`src/hdl/rsa_pkg.sv`:
```
// rsa_pkg: shared types and constants for the RGB saturation adjust pipeline.
// Holds the pixel and result word types, coefficient set and divider word.
// No dependencies.
package rsa_pkg;

  localparam int NUM_CH = 3;
  localparam int QUOT_W = 8;

  typedef logic        [7:0]  chan_t;
  typedef logic signed [9:0]  factor_t;
  typedef logic        [9:0]  sum_t;
  typedef logic        [9:0]  coef_u_t;
  typedef logic signed [9:0]  coef_s_t;
  typedef logic        [11:0] wide_t;
  typedef logic        [17:0] prod_t;
  typedef logic signed [18:0] qsum_t;
  typedef logic signed [19:0] num_t;
  typedef logic        [17:0] rem_t;

  localparam factor_t FACTOR_MAX = 10'sd256;
  localparam factor_t FACTOR_MIN = -10'sd256;
  localparam coef_u_t SCALE      = 10'd768;
  localparam chan_t   CHAN_MAX   = 8'd255;
  localparam chan_t   CHAN_MIN   = 8'd0;

  typedef struct packed {
    chan_t red_in;
    chan_t green_in;
    chan_t blue_in;
  } pixel_t;

  typedef struct packed {
    chan_t red_out;
    chan_t green_out;
    chan_t blue_out;
  } result_t;

  // out = (p*c + q*sum) / d, clamped to 0..255
  typedef struct packed {
    coef_u_t p;
    coef_s_t q;
    coef_u_t d;
  } coef_t;

  // channel index 2 = red, 1 = green, 0 = blue
  typedef struct packed {
    logic [NUM_CH-1:0][17:0]       rem;
    logic [NUM_CH-1:0][QUOT_W-1:0] quo;
    logic [NUM_CH-1:0]             zero;
    logic [NUM_CH-1:0]             sat;
    coef_u_t                       d;
  } div_word_t;

endpackage

```
`src/hdl/rsa_coef.sv`:
```
// rsa_coef: turns the saturation factor into the coefficient set p, q, d.
// Depends on rsa_pkg.
module rsa_coef (
  input  rsa_pkg::factor_t factor,
  output rsa_pkg::coef_t   coef
);

  rsa_pkg::factor_t f;
  rsa_pkg::coef_u_t mag;
  rsa_pkg::wide_t   three_f;

  always_comb begin
    if (factor > rsa_pkg::FACTOR_MAX) begin
      f = rsa_pkg::FACTOR_MAX;
    end else if (factor < rsa_pkg::FACTOR_MIN) begin
      f = rsa_pkg::FACTOR_MIN;
    end else begin
      f = factor;
    end
  end

  always_comb begin
    if (f < 0) begin
      mag = rsa_pkg::coef_u_t'($unsigned(-f));
    end else begin
      mag = rsa_pkg::coef_u_t'($unsigned(f));
    end
    three_f = rsa_pkg::wide_t'(mag) * rsa_pkg::wide_t'(3);
  end

  // Blend toward the average: weight 768-3a on the channel, a on the sum.
  // Boost: 768 on the channel, -f on the sum, over 768-3f; threshold uses d = 1.
  always_comb begin
    if (f < 0) begin
      coef.p = rsa_pkg::coef_u_t'(rsa_pkg::wide_t'(rsa_pkg::SCALE) - three_f);
      coef.q = $signed(mag);
      coef.d = rsa_pkg::SCALE;
    end else begin
      coef.p = rsa_pkg::SCALE;
      coef.q = -f;
      if (f == rsa_pkg::FACTOR_MAX) begin
        coef.d = rsa_pkg::coef_u_t'(1);
      end else begin
        coef.d = rsa_pkg::coef_u_t'(rsa_pkg::wide_t'(rsa_pkg::SCALE) - three_f);
      end
    end
  end

endmodule

```
`src/hdl/rsa_front.sv`:
```
// rsa_front: three pipeline stages that build each channel's numerator.
// Stage 1 sum, stage 2 products, stage 3 numerator and clamp flags. Uses rsa_pkg.
module rsa_front (
  input  logic                  clk,
  input  logic                  rst,
  input  logic                  accept,
  input  rsa_pkg::pixel_t       pixel,
  input  rsa_pkg::coef_t        coef,
  output logic                  vld,
  output rsa_pkg::div_word_t    word
);

  logic                                      vld1;
  rsa_pkg::chan_t                            chan1 [rsa_pkg::NUM_CH];
  rsa_pkg::sum_t                             sum1;
  rsa_pkg::coef_t                            coef1;

  logic                                      vld2;
  rsa_pkg::prod_t                            pc2 [rsa_pkg::NUM_CH];
  rsa_pkg::qsum_t                            qs2;
  rsa_pkg::coef_u_t                          d2;

  rsa_pkg::num_t                             num [rsa_pkg::NUM_CH];
  rsa_pkg::num_t                             lim;
  rsa_pkg::div_word_t                        word_next;

  // Stage 1: capture pixel and coefficients, add the channels.
  always_ff @(posedge clk) begin
    if (rst) begin
      vld1 <= 1'b0;
    end else begin
      vld1 <= accept;
    end
    chan1[2] <= pixel.red_in;
    chan1[1] <= pixel.green_in;
    chan1[0] <= pixel.blue_in;
    sum1     <= rsa_pkg::sum_t'(pixel.red_in) + rsa_pkg::sum_t'(pixel.green_in)
              + rsa_pkg::sum_t'(pixel.blue_in);
    coef1    <= coef;
  end

  // Stage 2: p*c per channel, q*sum shared.
  always_ff @(posedge clk) begin
    if (rst) begin
      vld2 <= 1'b0;
    end else begin
      vld2 <= vld1;
    end
    for (int i = 0; i < rsa_pkg::NUM_CH; i++) begin
      pc2[i] <= rsa_pkg::prod_t'(coef1.p) * rsa_pkg::prod_t'(chan1[i]);
    end
    qs2 <= rsa_pkg::qsum_t'(coef1.q) * rsa_pkg::qsum_t'($signed({1'b0, sum1}));
    d2  <= coef1.d;
  end

  // Stage 3: numerator, flag results that clamp low or high.
  always_comb begin
    lim       = $signed({2'b00, d2, 8'h00});
    word_next = '0;
    word_next.d = d2;
    for (int i = 0; i < rsa_pkg::NUM_CH; i++) begin
      num[i] = rsa_pkg::num_t'($signed({1'b0, pc2[i]})) + rsa_pkg::num_t'(qs2);
      word_next.zero[i] = (num[i] <= 0);
      word_next.sat[i]  = (num[i] >= lim);
      word_next.rem[i]  = num[i][17:0];
    end
  end

  always_ff @(posedge clk) begin
    if (rst) begin
      vld <= 1'b0;
    end else begin
      vld <= vld2;
    end
    word <= word_next;
  end

endmodule

```
`src/hdl/rsa_div.sv`:
```
// rsa_div: pipelined restoring divider, one quotient bit per stage, MSB first.
// Three channel lanes share the divisor carried in the word. Uses rsa_pkg.
module rsa_div (
  input  logic               clk,
  input  logic               rst,
  input  logic               vld_in,
  input  rsa_pkg::div_word_t word_in,
  output logic               vld_out,
  output rsa_pkg::div_word_t word_out
);

  logic               vld_s  [rsa_pkg::QUOT_W+1];
  rsa_pkg::div_word_t word_s [rsa_pkg::QUOT_W+1];

  assign vld_s[0]  = vld_in;
  assign word_s[0] = word_in;

  for (genvar k = 0; k < rsa_pkg::QUOT_W; k++) begin : g_bit
    localparam int Sh = rsa_pkg::QUOT_W - 1 - k;

    rsa_pkg::rem_t      trial;
    rsa_pkg::div_word_t nxt;

    // Subtract the shifted divisor where it fits and set this quotient bit.
    always_comb begin
      trial = rsa_pkg::rem_t'(word_s[k].d) << Sh;
      nxt   = word_s[k];
      for (int i = 0; i < rsa_pkg::NUM_CH; i++) begin
        if (word_s[k].rem[i] >= trial) begin
          nxt.rem[i]     = word_s[k].rem[i] - trial;
          nxt.quo[i][Sh] = 1'b1;
        end
      end
    end

    always_ff @(posedge clk) begin
      if (rst) begin
        vld_s[k+1] <= 1'b0;
      end else begin
        vld_s[k+1] <= vld_s[k];
      end
      word_s[k+1] <= nxt;
    end
  end

  assign vld_out  = vld_s[rsa_pkg::QUOT_W];
  assign word_out = word_s[rsa_pkg::QUOT_W];

endmodule

```
`src/hdl/rgb_saturation_adjust.sv`:
```
// rgb_saturation_adjust: per-pixel saturation boost, threshold or desaturate.
// Throughput one pixel word per cycle outside reset; an accepted word passes
// the numerator stages, divider and output register, then shows with done high.
// Depth is set by the eight-stage divider behind three numerator stages.
// Synchronous reset clears the factor to 0 (pass-through) and all valid bits;
// busy is high only during reset, and the receiver cannot stall.
module rgb_saturation_adjust (
  input  logic             clk,
  input  logic             rst,
  input  logic             start,
  output logic             busy,
  input  rsa_pkg::pixel_t  pixel,
  output logic             done,
  output rsa_pkg::result_t result,
  input  logic             cfg_we,
  input  rsa_pkg::factor_t cfg_wdata
);

  rsa_pkg::factor_t   factor;
  rsa_pkg::coef_t     coef;
  logic               accept;
  logic               front_vld;
  rsa_pkg::div_word_t front_word;
  logic               div_vld;
  rsa_pkg::div_word_t div_word;
  rsa_pkg::chan_t     chan [rsa_pkg::NUM_CH];
  rsa_pkg::result_t   result_next;

  // The pipeline never backs up, so only reset holds off new words.
  assign busy   = rst;
  assign accept = start && !busy;

  // Factor register; write only while the pipeline is empty (not enforced).
  always_ff @(posedge clk) begin
    if (rst) begin
      factor <= '0;
    end else if (cfg_we) begin
      factor <= cfg_wdata;
    end
  end

  // Clamp the factor and derive the per-mode weights and divisor.
  rsa_coef u_coef (
    .factor (factor),
    .coef   (coef)
  );

  // Stages 1..3: sum, products, numerator with clamp flags.
  rsa_front u_front (
    .clk    (clk),
    .rst    (rst),
    .accept (accept),
    .pixel  (pixel),
    .coef   (coef),
    .vld    (front_vld),
    .word   (front_word)
  );

  // Stages 4..11: one quotient bit per stage.
  rsa_div u_div (
    .clk      (clk),
    .rst      (rst),
    .vld_in   (front_vld),
    .word_in  (front_word),
    .vld_out  (div_vld),
    .word_out (div_word)
  );

  // Apply the clamps: a non-positive numerator gives 0, one at or above
  // 256 times the divisor gives 255, otherwise take the quotient.
  always_comb begin
    for (int i = 0; i < rsa_pkg::NUM_CH; i++) begin
      if (div_word.zero[i]) begin
        chan[i] = rsa_pkg::CHAN_MIN;
      end else if (div_word.sat[i]) begin
        chan[i] = rsa_pkg::CHAN_MAX;
      end else begin
        chan[i] = div_word.quo[i];
      end
    end
    result_next.red_out   = chan[2];
    result_next.green_out = chan[1];
    result_next.blue_out  = chan[0];
  end

  // Stage 12: output register, strobe for one cycle.
  always_ff @(posedge clk) begin
    if (rst) begin
      done <= 1'b0;
    end else begin
      done <= div_vld;
    end
    result <= result_next;
  end

  // Every accepted word comes out on result with done high.
  a_latency : assert property (@(posedge clk) disable iff (rst)
    accept |-> ##12 done)
    else $error("accepted word did not emerge after 12 cycles");

  // No strobe without a matching accept.
  a_no_extra : assert property (@(posedge clk) disable iff (rst)
    done |-> $past(accept, 12))
    else $error("result strobe without a matching accepted word");

  // The two clamp flags of a channel never fire together.
  a_flags : assert property (@(posedge clk) disable iff (rst)
    div_vld |-> ($onehot0({div_word.zero[0], div_word.sat[0]}) &&
                 $onehot0({div_word.zero[1], div_word.sat[1]}) &&
                 $onehot0({div_word.zero[2], div_word.sat[2]})))
    else $error("channel flagged both low and high clamp");

  // An unclamped channel 0 leaves the divider with a remainder below the divisor.
  a_rem : assert property (@(posedge clk) disable iff (rst)
    (div_vld && !div_word.zero[0] && !div_word.sat[0]) |->
      (div_word.rem[0] < rsa_pkg::rem_t'(div_word.d)))
    else $error("divider remainder not below divisor");

endmodule
```
`config.mk`:
```
export PLATFORM = sky130hd
export DESIGN_NAME = rgb_saturation_adjust
export DESIGN_NICKNAME = d
export VERILOG_FILES = /design/src/hdl/rsa_pkg.sv /design/src/hdl/rsa_coef.sv /design/src/hdl/rsa_front.sv /design/src/hdl/rsa_div.sv /design/src/hdl/rgb_saturation_adjust.sv
export SDC_FILE = /design/constraint.sdc
export NUM_CORES = 2
export LEC_CHECK = 0
export BUFFER_PORTS_ARGS = -buffer_cell sky130_fd_sc_hd__buf_2
export CORE_AREA = 4 4 450 363
export DETAILED_ROUTE_END_ITERATION = 6
export DIE_AREA = 0 0 454 367
export REMOVE_ABC_BUFFERS = 1
export SYNTH_ARGS = -nofsm -noshare
export SYNTH_HDL_FRONTEND = slang
export SYNTH_SLANG_ARGS = --single-unit
```
`constraint.sdc`:
```
create_clock -name clk -period 6.5 [get_ports clk]
set_clock_uncertainty 0.05 [all_clocks]
set_input_delay 0.975 -clock clk [delete_from_list [all_inputs] [get_ports clk]]
set_output_delay 0.975 -clock clk [all_outputs]
set_load 0.005 [all_outputs]
```
==> key figures <==
Setup path
  • Arrival @ worst endpoint: 6.06 ns
  • Required time of the critical path: 6.99 ns
  • CP endpoint: u_front.coef1[29]
  • Critical-path cell list: or4_4, or4b_4, a21oi_1, nand2_1, ha_1, a211oi_1, a21oi_1, ha_1, ha_1, inv_1, a221oi_1, o2111ai_2, a31oi_1, xnor2_2, xor2_1, nand2_1
  • CP endpoint kind: flop
  • CP startpoint kind: flop
  • Reg2reg start: factor[2]
  • Critical path launch point: factor[2]
  • Buffer and inverter count on the worst path: 1
  • Worst-path fanout max: 16
  • CP max-delay cell: or4_4
  • Critical Setup Path Class: flop to flop
  • Critical Path Most Common Cell: ha_1
  • Critical path depth: 16
  • R2R Setup Slk: 0.93 ns
  • Crit Reg-Reg Endpoint: u_front.coef1[29]
  • CP max stage delay: 0.62 ns
  • Crit path max-delay family: compound AO/OA/AOI/OAI gates
  • Reg2Reg Depth: 16

Global route
  • Vias in the first global route: 33528
  • Gr ovfl total: 0
  • First-pass GRT wire length: 180000 µm
  • Largest net degree at the start of global routing: 25
  • Initial antenna violation count: 0
  • All-layer global routing usage: 13.3%

Cells and area
  • Layout cells sized above 1: 6.55%
  • FILL cells: 16015
  • # diodes: 0
  • P&R area growth vs syn: 13.0%
  • Layout Utilization: 33.7%
  • Commonest non-fill, non-tap cells in the layout: dfxtp_1 (867), inv_1 (551), ha_1 (529), nand2_1 (382), nor2_1 (313)
  • Post-route insts no fill: 7255
  • Most common cell after layout, fill and taps aside: dfxtp_1
  • Nets@finish: 5848
  • Final instance area: 53500 µm²

STA
  • RSZ-0062 raised after global routing: no
  • Setup_tns: 0 ns
  • Endpoints failing setup: 0
  • Final hold vios: 0
  • Worst-margin pin slew: 1.19 ns
  • Tmin final: 5.57 ns
  • Max-slew violations: 0
  • Crit share post-route: 85.8%
  • Max Clk Rate: 179 MHz
  • Slew headroom: 20.7%

Routing
  • Starting DRT DRC Count: 1995
  • DRT Wirelength: 111000 µm
  • Wire length per cell: 15.3 µm
  • DRC violations left: 0
  • First-pass detailed-route iteration total: 5
  • Vias/cell: 4.58
  • Total number of vias: 33193
  • Routed Antenna Nets: 0

Clock network
  • Max H-tree Level: 3
  • Clock network latency to the later pin of the worst-skew pair: 0.68 ns
  • Clk buf depth: 3
  • Root Buffer: clkbuf_16
  • Post_cts resized: 0
  • Setup Buffers After CTS: 0
  • Clk slew on worst S/H paths: 0.07 ns
  • CTS Buf Count: 91
  • Sink Count: 867
  • Cts hold-fix bufs: 0
  • TritonCTS clock tree: built

Floorplan
  • Initial Util: 29.8%
  • Cell row count: 131
  • Die W: 454 µm
  • Core area: 159000 µm²
  • IO Count: 64
  • Die H: 367 µm
  • Die area: 167000 µm²

Synthesis
  • Synthesized flop and latch total: 867
  • Sequential fraction of the synthesis area: 36.6%
  • Synth Flop Type: dfxtp_1
  • Yosys warns: 0
  • Synth cell types: 91
  • Synth Instances: 4999
  • Number of synthesized flops with an enable pin: 0
  • Share of flip-flops with an asynchronous set or reset: 0%
  • Synthesized cell area: 47400 µm²
  • Mean post-synth cell area: 9.48 µm²

Place
  • I/O Buffers: 63
  • RD Place Congestion: 0.890
  • Placed instance area: 50000 µm²
  • Cells after DPL: 7083
  • Dpl hpwl: 88700 µm

Status
  • Status: completed

Worst hold path
  • Hold path depth: 0
  • Worst Hold Class: flop to flop

Job
  • Max_cap viols: 0
-- registers in the layout, summed over array words and instances, names as in the netlist, 24 cells and up --
name	flops
result	24
u_div.g_bit.nxt	196
u_div.word_out	30
u_div.word_s	378
u_front.chan1	24
u_front.coef1	30
u_front.pc2	54
u_front.word	70
-- worst min-delay path by stage --
stage                                   to              startpoint
CTS                 u_div.g_bit[5].nxt[14]  u_div.g_bit[4].nxt[14]
global placement        u_div.word_out[34]  u_div.g_bit[7].nxt[34]
global route        u_div.g_bit[5].nxt[14]  u_div.g_bit[4].nxt[14]
detailed placement  u_div.g_bit[4].nxt[22]  u_div.g_bit[3].nxt[22]
finish              u_div.g_bit[4].nxt[15]  u_div.g_bit[3].nxt[15]
floorplan           u_div.g_bit[1].nxt[10]        u_front.word[10]
-- cells by family after synthesis --
kind of cell	share of synthesized area, %
simple gates	15.1
compound gates	11.6
flops	36.6
mux	1.57
xor+xnor	5.86
buf+inv	5.43
fa+ha+maj	23.8
-- through the flow --
stage                     hold slack, ns  setup slack [ns]
final                              0.255             0.925
after global routing               0.253             0.493
after CTS                          0.253              1.01
after detailed placement           0.262              1.03
after global placement             0.260              1.08
after floorplan                    0.260              1.65
-- cell usage after synthesis (all sizes together), types with 11 or more instances --
cell / instances / area share (%)
fa: 233 / 9.8
mux2: 33 / 0.78
o31ai: 35 / 0.55
and3: 25 / 0.33
xnor2: 191 / 3.5
or4: 17 / 0.28
nand3b: 20 / 0.32
or2: 25 / 0.33
o211ai: 13 / 0.21
a21oi: 289 / 3.1
clkbuf: 114 / 0.92
nor2b: 91 / 1.2
nand4: 38 / 0.50
mux2i: 37 / 0.78
a211oi: 28 / 0.45
nor2: 313 / 2.5
o21ai: 225 / 2.4
nor4: 48 / 0.65
xor2: 125 / 2.3
and2: 186 / 2.5
a21boi: 44 / 0.70
o21bai: 28 / 0.44
nand4b: 18 / 0.33
a31o: 11 / 0.20
a21o: 83 / 1.3
o21a: 27 / 0.43
nand2b: 44 / 0.58
nand2: 382 / 3.0
nor3: 98 / 1.0
a31oi: 17 / 0.24
nand3: 50 / 0.53
or3: 53 / 0.70
dfxtp: 867 / 37
o41ai: 13 / 0.30
ha: 529 / 14
inv: 553 / 4.4
-- metal layers --
metal,vias to the layer above,part of all wire (%),routed length [µm],track usage (%)
met5,-,0,0,0
met4,0,3.7,4120,4.87
met3,201,3.7,4100,2.12
met2,637,44,49300,21.4
met1,15467,48,53300,18.1
li1,16888,-,-,-
-- layout make-up --
class	instances	area, µm²	share of cell area, %
sequential	867	17400	32.4
tap	2128	2660	4.97
clock inverter	58	993	1.86
inverter	554	2080	3.88
clock buffer	114	2520	4.72
multi-input combinational	3454	27500	51.3
timing repair buffer	80	443	0.827
Power is left out: the tool's default activity adds up to more than one toggle a clock period on the data nets, which glitch-free logic cannot reach.
